<file path="src/rtl/core/text_console_cell_engine_assert.svh">
// assertion macros for the text console cell engine
// used by modules that check their own control logic; clock i_clk, reset i_rst_n
`ifndef TEXT_CONSOLE_CELL_ENGINE_ASSERT_SVH
`define TEXT_CONSOLE_CELL_ENGINE_ASSERT_SVH
`ifndef SYNTHESIS
// checked property, disabled while reset is low
`define CCE_ASSERT(lbl, prop) \
    lbl: assert property (@(posedge i_clk) disable iff (!i_rst_n) prop) \
        else $error("cce assertion failed");
// checked property, also checked during reset
`define CCE_ASSERT_ALWAYS(lbl, prop) \
    lbl: assert property (@(posedge i_clk) prop) \
        else $error("cce assertion failed");
`else
`define CCE_ASSERT(lbl, prop)
`define CCE_ASSERT_ALWAYS(lbl, prop)
`endif
`endif

</file>
<file path="src/rtl/core/cce_pkg.sv">
// shared types and constants of the text console cell engine
// no dependencies
package cce_pkg;

    localparam int POS_W  = 11;
    localparam int CELL_W = 16;
    localparam int ADDR_W = 11;

    localparam logic [7:0]  CH_TAB      = 8'd9;
    localparam logic [7:0]  CH_NEWLINE  = 8'd10;
    localparam logic [7:0]  CH_RETURN   = 8'd13;
    localparam logic [7:0]  CH_SPACE    = 8'd32;
    localparam logic [7:0]  RESET_ATTR  = 8'h07;
    localparam logic [15:0] BLANK_RESET = {RESET_ATTR, CH_SPACE};

    typedef enum logic [1:0] {
        ACT_PUT       = 2'd0,
        ACT_BACKSPACE = 2'd1,
        ACT_CLEAR     = 2'd2,
        ACT_READ      = 2'd3
    } t_cce_action;

    typedef enum logic [3:0] {
        ST_INIT,
        ST_IDLE,
        ST_EXEC,
        ST_RDWAIT,
        ST_PUT,
        ST_COPY,
        ST_FILL,
        ST_CLEAR,
        ST_DONE
    } t_cce_state;

    typedef struct packed {
        logic              valid;
        logic [POS_W-1:0]  cursor_position;
        logic [CELL_W-1:0] cell_value;
    } t_cce_res;

endpackage

</file>
<file path="src/rtl/core/cce_if.sv">
// valid/ready channel interfaces for the console command and result words
// depends on cce_pkg for field widths
interface cce_in_if;
    logic                       valid;
    logic                       ready;
    logic [1:0]                 action;
    logic [7:0]                 char_code;
    logic [cce_pkg::ADDR_W-1:0] cell_address;

    modport source (output valid, action, char_code, cell_address, input ready);
    modport sink   (input valid, action, char_code, cell_address, output ready);
endinterface


</file>
<file path="src/rtl/core/cce_ctrl.sv">
// console sequencer: cursor, command decode, scroll/clear sweeps over the cell memory
// depends on cce_pkg, cce_if and text_console_cell_engine_assert.svh
`include "text_console_cell_engine_assert.svh"

module cce_ctrl #(
    parameter int COLUMNS    = 80,
    parameter int ROWS       = 25,
    parameter int TAB_SPACES = 4,
    parameter int AW         = 11
) (
    input  logic                       i_clk,
    input  logic                       i_rst_n,
    cce_in_if.sink                     i_in,
    input  logic [7:0]                 i_attr,
    output cce_pkg::t_cce_res          o_res,
    input  logic                       i_res_ready,
    output logic                       o_mem_we,
    output logic [AW-1:0]              o_mem_waddr,
    output logic [cce_pkg::CELL_W-1:0] o_mem_wdata,
    output logic [AW-1:0]              o_mem_raddr,
    input  logic [cce_pkg::CELL_W-1:0] i_mem_rdata
);

    localparam int CELL_COUNT = ROWS * COLUMNS;
    localparam int RW = $clog2(ROWS);
    localparam int CW = $clog2(COLUMNS);
    localparam int TW = $clog2(TAB_SPACES + 1);

    localparam logic [AW-1:0] LAST_BASE = AW'((ROWS - 1) * COLUMNS);
    localparam logic [AW-1:0] LAST_CELL = AW'(CELL_COUNT - 1);
    localparam logic [AW-1:0] COLS_A    = AW'(COLUMNS);
    localparam logic [CW-1:0] LAST_COL  = CW'(COLUMNS - 1);
    localparam logic [RW-1:0] LAST_ROW  = RW'(ROWS - 1);

    cce_pkg::t_cce_state  r_state, n_state;
    cce_pkg::t_cce_action r_action, n_action;
    logic [RW-1:0]        r_row, n_row;
    logic [CW-1:0]        r_col, n_col;
    logic [AW-1:0]        r_pos, n_pos;
    logic [AW-1:0]        r_idx, n_idx;
    logic [AW-1:0]        r_widx, n_widx;
    logic                 r_wpend, n_wpend;
    logic [TW-1:0]        r_tab, n_tab;
    logic [7:0]           r_char, n_char;
    logic [cce_pkg::ADDR_W-1:0] r_addr, n_addr;
    logic [cce_pkg::CELL_W-1:0] r_value, n_value;
    logic                 in_ready;
    logic                 res_valid;

    // state registers
    always_ff @(posedge i_clk) begin
        if (!i_rst_n) begin
            r_state <= cce_pkg::ST_INIT;
            r_row   <= '0;
            r_col   <= '0;
            r_pos   <= '0;
            r_idx   <= '0;
            r_wpend <= 1'b0;
            r_tab   <= '0;
        end else begin
            r_state <= n_state;
            r_row   <= n_row;
            r_col   <= n_col;
            r_pos   <= n_pos;
            r_idx   <= n_idx;
            r_wpend <= n_wpend;
            r_tab   <= n_tab;
        end
    end

    // payload registers of the word in flight
    always_ff @(posedge i_clk) begin
        r_action <= n_action;
        r_char   <= n_char;
        r_addr   <= n_addr;
        r_value  <= n_value;
        r_widx   <= n_widx;
    end

    // next state and memory port control
    always_comb begin
        n_state     = r_state;
        n_action    = r_action;
        n_row       = r_row;
        n_col       = r_col;
        n_pos       = r_pos;
        n_idx       = r_idx;
        n_widx      = r_widx;
        n_wpend     = 1'b0;
        n_tab       = r_tab;
        n_char      = r_char;
        n_addr      = r_addr;
        n_value     = r_value;
        o_mem_we    = 1'b0;
        o_mem_waddr = r_pos;
        o_mem_wdata = {i_attr, cce_pkg::CH_SPACE};
        o_mem_raddr = AW'(r_idx + COLS_A);
        in_ready    = 1'b0;
        res_valid   = 1'b0;

        case (r_state)
            // clearing pass after reset
            cce_pkg::ST_INIT: begin
                o_mem_we    = 1'b1;
                o_mem_waddr = r_idx;
                o_mem_wdata = cce_pkg::BLANK_RESET;
                if (r_idx == LAST_CELL) begin
                    n_idx   = '0;
                    n_state = cce_pkg::ST_IDLE;
                end else begin
                    n_idx = AW'(r_idx + 1'b1);
                end
            end

            cce_pkg::ST_IDLE: begin
                in_ready = 1'b1;
                if (i_in.valid) begin
                    n_action = cce_pkg::t_cce_action'(i_in.action);
                    n_char   = i_in.char_code;
                    n_addr   = i_in.cell_address;
                    n_state  = cce_pkg::ST_EXEC;
                end
            end

            // decode the command word
            cce_pkg::ST_EXEC: begin
                n_value = '0;
                case (r_action)
                    cce_pkg::ACT_PUT: begin
                        case (r_char)
                            cce_pkg::CH_NEWLINE: begin
                                n_col = '0;
                                n_tab = '0;
                                if (r_row == LAST_ROW) begin
                                    n_pos   = LAST_BASE;
                                    n_idx   = '0;
                                    n_state = cce_pkg::ST_COPY;
                                end else begin
                                    n_row   = RW'(r_row + 1'b1);
                                    n_pos   = AW'(r_pos - AW'(r_col) + COLS_A);
                                    n_state = cce_pkg::ST_DONE;
                                end
                            end
                            cce_pkg::CH_RETURN: begin
                                n_col   = '0;
                                n_pos   = AW'(r_pos - AW'(r_col));
                                n_state = cce_pkg::ST_DONE;
                            end
                            cce_pkg::CH_TAB: begin
                                n_char  = cce_pkg::CH_SPACE;
                                n_tab   = TW'(TAB_SPACES);
                                n_state = cce_pkg::ST_PUT;
                            end
                            default: begin
                                n_tab   = TW'(1);
                                n_state = cce_pkg::ST_PUT;
                            end
                        endcase
                    end
                    cce_pkg::ACT_BACKSPACE: begin
                        // nothing happens at the origin
                        if (r_pos != '0) begin
                            n_pos = AW'(r_pos - 1'b1);
                            if (r_col == '0) begin
                                n_row = RW'(r_row - 1'b1);
                                n_col = LAST_COL;
                            end else begin
                                n_col = CW'(r_col - 1'b1);
                            end
                            o_mem_we    = 1'b1;
                            o_mem_waddr = AW'(r_pos - 1'b1);
                        end
                        n_state = cce_pkg::ST_DONE;
                    end
                    cce_pkg::ACT_CLEAR: begin
                        n_row   = '0;
                        n_col   = '0;
                        n_pos   = '0;
                        n_idx   = '0;
                        n_state = cce_pkg::ST_CLEAR;
                    end
                    cce_pkg::ACT_READ: begin
                        // addresses beyond the store read as zero
                        if (32'(r_addr) < CELL_COUNT) begin
                            o_mem_raddr = AW'(r_addr);
                            n_state     = cce_pkg::ST_RDWAIT;
                        end else begin
                            n_state = cce_pkg::ST_DONE;
                        end
                    end
                    default: begin
                        n_state = cce_pkg::ST_DONE;
                    end
                endcase
            end

            cce_pkg::ST_RDWAIT: begin
                n_value = i_mem_rdata;
                n_state = cce_pkg::ST_DONE;
            end

            // write one character and advance the cursor
            cce_pkg::ST_PUT: begin
                o_mem_we    = 1'b1;
                o_mem_waddr = r_pos;
                o_mem_wdata = {i_attr, r_char};
                n_tab       = TW'(r_tab - 1'b1);
                n_state     = (r_tab == TW'(1)) ? cce_pkg::ST_DONE : cce_pkg::ST_PUT;
                if (r_col == LAST_COL) begin
                    n_col = '0;
                    if (r_row == LAST_ROW) begin
                        n_pos   = LAST_BASE;
                        n_idx   = '0;
                        n_state = cce_pkg::ST_COPY;
                    end else begin
                        n_row = RW'(r_row + 1'b1);
                        n_pos = AW'(r_pos + 1'b1);
                    end
                end else begin
                    n_col = CW'(r_col + 1'b1);
                    n_pos = AW'(r_pos + 1'b1);
                end
            end

            // scroll: read one row ahead, write back the word read last cycle
            cce_pkg::ST_COPY: begin
                o_mem_raddr = AW'(r_idx + COLS_A);
                o_mem_we    = r_wpend;
                o_mem_waddr = r_widx;
                o_mem_wdata = i_mem_rdata;
                if (r_idx == LAST_BASE) begin
                    n_state = cce_pkg::ST_FILL;
                end else begin
                    n_wpend = 1'b1;
                    n_widx  = r_idx;
                    n_idx   = AW'(r_idx + 1'b1);
                end
            end

            // blank the bottom row, then resume a pending tab
            cce_pkg::ST_FILL: begin
                o_mem_we    = 1'b1;
                o_mem_waddr = r_idx;
                if (r_idx == LAST_CELL) begin
                    n_idx   = '0;
                    n_state = (r_tab == '0) ? cce_pkg::ST_DONE : cce_pkg::ST_PUT;
                end else begin
                    n_idx = AW'(r_idx + 1'b1);
                end
            end

            cce_pkg::ST_CLEAR: begin
                o_mem_we    = 1'b1;
                o_mem_waddr = r_idx;
                if (r_idx == LAST_CELL) begin
                    n_idx   = '0;
                    n_state = cce_pkg::ST_DONE;
                end else begin
                    n_idx = AW'(r_idx + 1'b1);
                end
            end

            cce_pkg::ST_DONE: begin
                res_valid = 1'b1;
                if (i_res_ready) begin
                    n_state = cce_pkg::ST_IDLE;
                end
            end

            default: begin
                n_state = cce_pkg::ST_IDLE;
            end
        endcase
    end

    assign i_in.ready            = in_ready;
    assign o_res.valid           = res_valid;
    assign o_res.cursor_position = cce_pkg::POS_W'(r_pos);
    assign o_res.cell_value      = r_value;

    // linear cursor tracks row and column
    `CCE_ASSERT(a_pos_consistent,
        32'(r_pos) == 32'(r_row) * COLUMNS + 32'(r_col))
    `CCE_ASSERT(a_cursor_in_range,
        (32'(r_row) < ROWS) && (32'(r_col) < COLUMNS))
    `CCE_ASSERT(a_write_in_range, o_mem_we |-> (32'(o_mem_waddr) < CELL_COUNT))
    `CCE_ASSERT(a_value_zero_unless_read,
        (o_res.valid && (r_action != cce_pkg::ACT_READ)) |-> (o_res.cell_value == '0))
    `CCE_ASSERT(a_accept_decodes, (i_in.valid && i_in.ready) |=> (r_state == cce_pkg::ST_EXEC))

endmodule

</file>
<file path="src/flat_wrapper.sv">
// flat-port wrapper written by rule: the top's interface ports become plain ports
module cce_ctrl_flat 
#(
    parameter int COLUMNS    = 80,
    parameter int ROWS       = 25,
    parameter int TAB_SPACES = 4,
    parameter int AW         = 11
)
  (i_clk, i_rst_n, i_attr, o_res, i_res_ready, o_mem_we, o_mem_waddr, o_mem_wdata, o_mem_raddr, i_mem_rdata, i_in_valid, i_in_action, i_in_char_code, i_in_cell_address, i_in_ready);
  cce_in_if i_in_i ();
  input  logic i_clk;
  input  logic i_rst_n;
  input  logic [7:0] i_attr;
  output cce_pkg::t_cce_res o_res;
  input  logic i_res_ready;
  output logic o_mem_we;
  output logic [AW-1:0] o_mem_waddr;
  output logic [cce_pkg::CELL_W-1:0] o_mem_wdata;
  output logic [AW-1:0] o_mem_raddr;
  input  logic [cce_pkg::CELL_W-1:0] i_mem_rdata;
  input wire logic [$bits(i_in_i.valid)-1:0] i_in_valid;
  input wire logic [$bits(i_in_i.action)-1:0] i_in_action;
  input wire logic [$bits(i_in_i.char_code)-1:0] i_in_char_code;
  input wire logic [$bits(i_in_i.cell_address)-1:0] i_in_cell_address;
  output wire logic [$bits(i_in_i.ready)-1:0] i_in_ready;
  assign i_in_i.valid = i_in_valid;
  assign i_in_i.action = i_in_action;
  assign i_in_i.char_code = i_in_char_code;
  assign i_in_i.cell_address = i_in_cell_address;
  assign i_in_ready = i_in_i.ready;
  cce_ctrl #(.COLUMNS(COLUMNS), .ROWS(ROWS), .TAB_SPACES(TAB_SPACES), .AW(AW)) u_core (.i_clk(i_clk), .i_rst_n(i_rst_n), .i_in(i_in_i), .i_attr(i_attr), .o_res(o_res), .i_res_ready(i_res_ready), .o_mem_we(o_mem_we), .o_mem_waddr(o_mem_waddr), .o_mem_wdata(o_mem_wdata), .o_mem_raddr(o_mem_raddr), .i_mem_rdata(i_mem_rdata));
endmodule
</file>
<file path="config.mk">
export PLATFORM = sky130hd
export DESIGN_NAME = cce_ctrl_flat
export DESIGN_NICKNAME = d
export VERILOG_FILES = /design/src/rtl/core/cce_pkg.sv /design/src/rtl/core/cce_if.sv /design/src/rtl/core/cce_ctrl.sv /design/src/flat_wrapper.sv
export VERILOG_INCLUDE_DIRS = /design/src /design/src/rtl/core
export SDC_FILE = /design/constraint.sdc
export NUM_CORES = 1
export LEC_CHECK = 0
export ABC_AREA = 1
export BUFFER_PORTS_ARGS = -buffer_cell sky130_fd_sc_hd__buf_2
export CAP_MARGIN = 5
export CORE_MARGIN = 2
export CORE_UTILIZATION = 35
export CTS_CLUSTER_SIZE = 24
export DETAILED_ROUTE_END_ITERATION = 8
export PLACE_DENSITY = 0.63
export SYNTH_ARGS = -nofsm -noshare
export SYNTH_HDL_FRONTEND = slang
export SYNTH_SLANG_ARGS = --single-unit
</file>
<file path="constraint.sdc">
create_clock -name i_clk -period 4.3 [get_ports i_clk]
set_input_delay 0.43 -clock i_clk [delete_from_list [all_inputs] [get_ports i_clk]]
set_output_delay 0.43 -clock i_clk [all_outputs]
set_load 0.05 [all_outputs]
</file>
Word level (Yosys, flattened, before mapping)
Index checks and enable logic that the tools add are counted.

cells by class
  add/subtract/negate cells = 11
  magnitude comparators = 1
  equal/unequal tests = 37
  mux-type cells = 62
  bitwise operators = 1
  reduce and logical (&&, ||, !) cells = 22

operator list
  operator                 count
  $mux W11                 13
  $pmux W11 S2             3
  $pmux W11 S3             2
  $mux W4                  12
  $pmux W16 S3             1
  $pmux W11 S4             1
  $pmux W4 S9              1
  $pmux W16 S2             1
  $mux W7                  4
  $mux W5                  5
  $eq A8 B4 Y1 const B     3
  $mux W8                  3
  $add A11 B1 Y11 const B  2
  $add A11 B7 Y11 const B  2
  $eq A11 B11 Y1 const B   2
  $pmux W7 S3              1
  $eq A4 B3 Y1 const B     4
  $pmux W4 S4              1
  $pmux W8 S2              1
  $pmux W5 S3              1
  $pmux W7 S2              1
  $ne A2 B2 Y1 const B     6
  $reduce_and A6 Y1        2
  $lt A11 B11 Y1 const B   1
  41 further kinds         61

storage, ports and cells
  register bits = 90
  word-level logic and storage cells = 146

Depth between registers and ports, before layout
  word-level depth = 6
  depth in mapped cells = 17

Worst setup path before layout
No wires, ideal clock.

  path kind = flip-flop to output port
  from = reg u_core.r_pos[0]
  to = out o_mem_we
  arrival = 2.838 ns
  required time = 3.870 ns
  path slack = 1.032 ns
  stages on the path, launching flop included = 8
  buffers on the path = 0
  cell sequence = dfxtp_1 -> clkinv_1 -> ha_1 -> nand3_1 -> nor3_2 -> nand3_1 -> inv_1 -> o21ai_0

on the way
  cells in the longest elaborated chain, start to end = 4

RTL lines
  element                   line                text
  start: declaration        cce_ctrl.sv:39      logic [AW-1:0] r_pos, n_pos;
  start signal: assignment  cce_ctrl.sv:64      r_pos <= n_pos;
  $reduce_bool A11 Y1       cce_ctrl.sv:162     if (r_pos != '0) begin
  $mux W1                   cce_ctrl.sv:162
  $mux W1                   cce_ctrl.sv:128     case (r_action)
  $pmux W1 S3               cce_ctrl.sv:101     case (r_state)
  end: declaration          flat_wrapper.sv:16  output logic o_mem_we;

Every way passes these cells.

Worst setup path after layout
  from = reg u_core.r_state[0]
  to = out o_mem_wdata[5] (netlist bit)

on the way
  cells in the longest elaborated chain, start to end = 2
  elaborated cells between the ends (all ways) = 4
  those cells by class = 2 x eq/ne; 1 x mux; 1 x reduce/logical

RTL lines
  element                                           line                text
  start: declaration                                cce_ctrl.sv:35      cce_pkg::t_cce_state r_state, n_state;
  start signal: assignment                          cce_ctrl.sv:53      r_state <= cce_pkg::ST_INIT;
  start signal: assignment                          cce_ctrl.sv:61      r_state <= n_state;
  $eq A4 B3 Y1 or $logic_not A4 Y1 (tied branches)  cce_ctrl.sv:101
  $pmux W16 S3 *                                    cce_ctrl.sv:101
  end: declaration                                  flat_wrapper.sv:18  output logic [cce_pkg::CELL_W-1:0] o_mem_wdata;

Every way passes the cells marked *; elsewhere a longest branch is shown, timed or not.

==> key figures <==
Power and ir drop
  – Power per cell area: 305.4 nW/um^2
  – Power, Total: 0.002304 W
  – Leakage: 3.371 nW
  – Maximum vdd drop: 0.1972 mV

Clock network
  – Total CTS buffers: 9
  – Post-cts gate resize count: 0
  – Clk pin slew, worst setup/hold paths: 70 ps
  – CTS tree: done
  – CTS Sinks: 90
  – CTS Root Cell: clkbuf_16
  – Post-CTS Setup Repair Bufs: 0
  – Hold_buf cts: 0
  – CTS max path bufs: 2
  – H-tree Lvls: 3
  – Clock Latency Late Sink: 360 ps

Global route
  – GRT Overall Usage: 0.2030
  – Global-route wire length before repair: 31,890 um
  – Initial antenna violation count: 0
  – Vias in the first global route: 5,945
  – Largest net degree at the start of global routing: 27
  – Remaining Overflow, GRT: 0

Setup path
  – Setup crit start kind: register
  – Setup CP Type: register to output pin
  – CP Capture Type: output pin
  – Worst Path Arrival: 3090 ps
  – Critical path peak fanout: 21
  – Worst endpoint required time: 3870 ps

Run status
  – Outcome: finished, final reports clean

Yosys
  – Asr flop ratio synth: 0
  – Primary FF master, synth: edfxtp_1
  – Number of synthesized flops with an enable pin: 48
  – Synth warnings: 0
  – Avg Cell Area, Syn: 7.164 um^2
  – Cells after synthesis: 911
  – Register area share after synthesis: 0.3497
  – Register bit total from synthesis: 90
  – Synth Net Count: 987
  – Synth cell types: 49
  – Netlist Area Pre-Place: 6526 um^2

Timing
  – Clock skew: 13.31 ps
  – Unrepaired setup endpoints after global routing: false
  – Hold Fails Final Rpt: 0
  – Final setup viols: 0
  – Slew of the pin with the lowest slew margin: 792.2 ps
  – Max-slew violation count: 0
  – Tmin final: 3516 ps
  – Max-slew headroom: 0.4706
  – Final period util: 0.8177
  – Fmax: 284.4 MHz
  – Setup Total Neg Slack: 0 ps

Place
  – Detail Placement HPWL: 15,160 um
  – IO buf count: 116
  – Routability congestion estimate: 0.9468
  – Placed Instances: 1,230

Final layout
  – Fill count: 1,910
  – Area growth syn-to-layout: 15.63%
  – Final Non-Filler Cells: 1,246
  – # diodes: 0
  – Net count reported at finish: 1,088
  – Fraction of layout instances using a drive strength above 1: 0.1839

Die
  – Die X: 140.6 um
  – Die area: 19,750 um^2
  – IO Count: 117
  – Core Area: 18,150 um^2
  – Initial core utilization: 0.3596
  – Die height: 140.6 um
  – Row count: 49

Drt
  – Vias per cell: 5.238
  – Drt drc: 0
  – ANT nets after route: 0
  – Vias post-DR: 6,526
  – Pre-antenna DRT Iters: 5
  – WL final: 20,020 um
  – Wire length per cell: 16.07 um
  – Iteration-0 DRC Markers: 689

Min path
  – Type of the tightest min-delay check: input pin to register

Flow run
  – Max cap viols: 0
[synthesized netlist by cell type, types with 3 or more instances]
cell       count  area (um^2)
dfxtp_1       42        840.8
a21oi_2        5        43.79
nor2_4         6        67.56
o21ai_0       68        340.3
o21ai_1        6        30.03
a21oi_1       62        310.3
nand4_1       22        137.6
or2_2          3        18.77
nand2_2        5        31.28
nand2_4        5        56.30
o22ai_1       12        75.07
nand3_1       62        310.3
o2111ai_1     10        87.58
o21ai_2        5        43.79
ha_1          26        325.3
nor2_1       101        379.1
clkbuf_1      11        41.29
buf_2         10        50.05
clkinv_1       4        15.01
a22oi_1        4        30.03
a31oi_1        4        25.02
edfxtp_1      48         1441
inv_2         11        41.29
o211ai_1       9        67.56
inv_1        118        442.9
xor2_1        17        148.9
xnor2_1        9        78.83
nor3_2         3        30.03
buf_4          3        22.52
nor3_1        15        75.07
nand2_1      181        679.4
a211oi_1       3        22.52
[power by group]
part / switching [W] / internal [W]
clock network: 0.000388 / 0.000410
logic: 0.000393 / 0.000150
registers: 0.0000336 / 0.000930
total: 0.000814 / 0.00149
[worst paths after layout]
kind,startpoint,end,slack (ps),depth (start not counted)
max,u_core.r_state[0]$_SDFFE_PN0P_,o_mem_wdata[5],780,8
min reg2reg,u_core.r_tab[1]$_SDFFE_PN0P_,u_core.r_tab[1]$_SDFFE_PN0P_,480,2
max reg2reg,u_core.r_action[1]$_DFFE_PP_,u_core.r_row[2]$_SDFFE_PN0P_,1390,8
min,i_in_cell_address[8],u_core.r_addr[8]$_DFFE_PP_,250,1
[registers in the layout, summed over array words and instances, names as in the netlist]
name	flops
u_core.r_value	16
u_core.r_pos	11
u_core.r_char	8
u_core.r_tab	3
u_core.r_idx	11
u_core.r_wpend	1
u_core.r_widx	11
u_core.r_row	5
u_core.r_action	2
u_core.r_addr	11
u_core.r_col	7
u_core.r_state	4
[critical path, cell delays in order (launching register included)]
cell	delay [ps]
dfxtp_1	400
inv_1	190
nor2_1	90
nand2_1	610
inv_2	320
a21oi_2	480
o21ai_0	220
o211ai_1	120
buf_2	300
[kinds of logic after synthesis]
group                      Yosys count  synth area share
DFF                                 90            0.3497
adders and majority gates           27           0.05291
buffers and inverters              163            0.1020
and+or+nand+nor                    410            0.2834
xor gates and xnor gates            26           0.03489
AOI/OAI and AO/OA                  192            0.1722
muxes                                3          0.004984
[layout by cell type (no fill, tap or decap), types with 17 or more instances in the layout]
| master | n |
|---|---|
| o21ai_0 | 68 |
| nand3_1 | 62 |
| nor2_1 | 101 |
| buf_2 | 116 |
| nand4_1 | 22 |
| inv_1 | 118 |
| ha_1 | 26 |
| xor2_1 | 17 |
| dfxtp_1 | 42 |
| nand2_1 | 181 |
| edfxtp_1 | 48 |
| a21oi_1 | 62 |
[cell type report]
class                   count  area, um^2  area share
clock buffers              10       229.0     0.03034
repair buffers            118       595.6     0.07893
multi-input cells         658        3583      0.4749
well taps                 229       286.5     0.03797
inverters                 135       511.7     0.06782
flip-flops and latches     90        2282      0.3024
clock inverters             6       57.56    0.007627
[through the flow]
step	area (um^2)	utilization	hold WS (ps)	worst slack [ps]
after CTS	7546	0.4158	237.8	756.8
final	7546	0.4158	245.2	783.8
after global routing	7546	0.4158	238.7	513.5
after global placement	7259	0.4000	452.6	1293
after detailed placement	7259	0.4000	465.8	1157
after floorplan	6526	-	406.4	1032
[metal layers]
metal,vias to the layer above,GRT usage,part of all wire
met1,2977,0.2872,0.47
met5,-,0,0
met3,29,0.03726,0.064
li1,3252,-,-
met2,268,0.3173,0.45
met4,0,0.05947,0.018
Note: power is estimated with default switching activity, not from simulation.
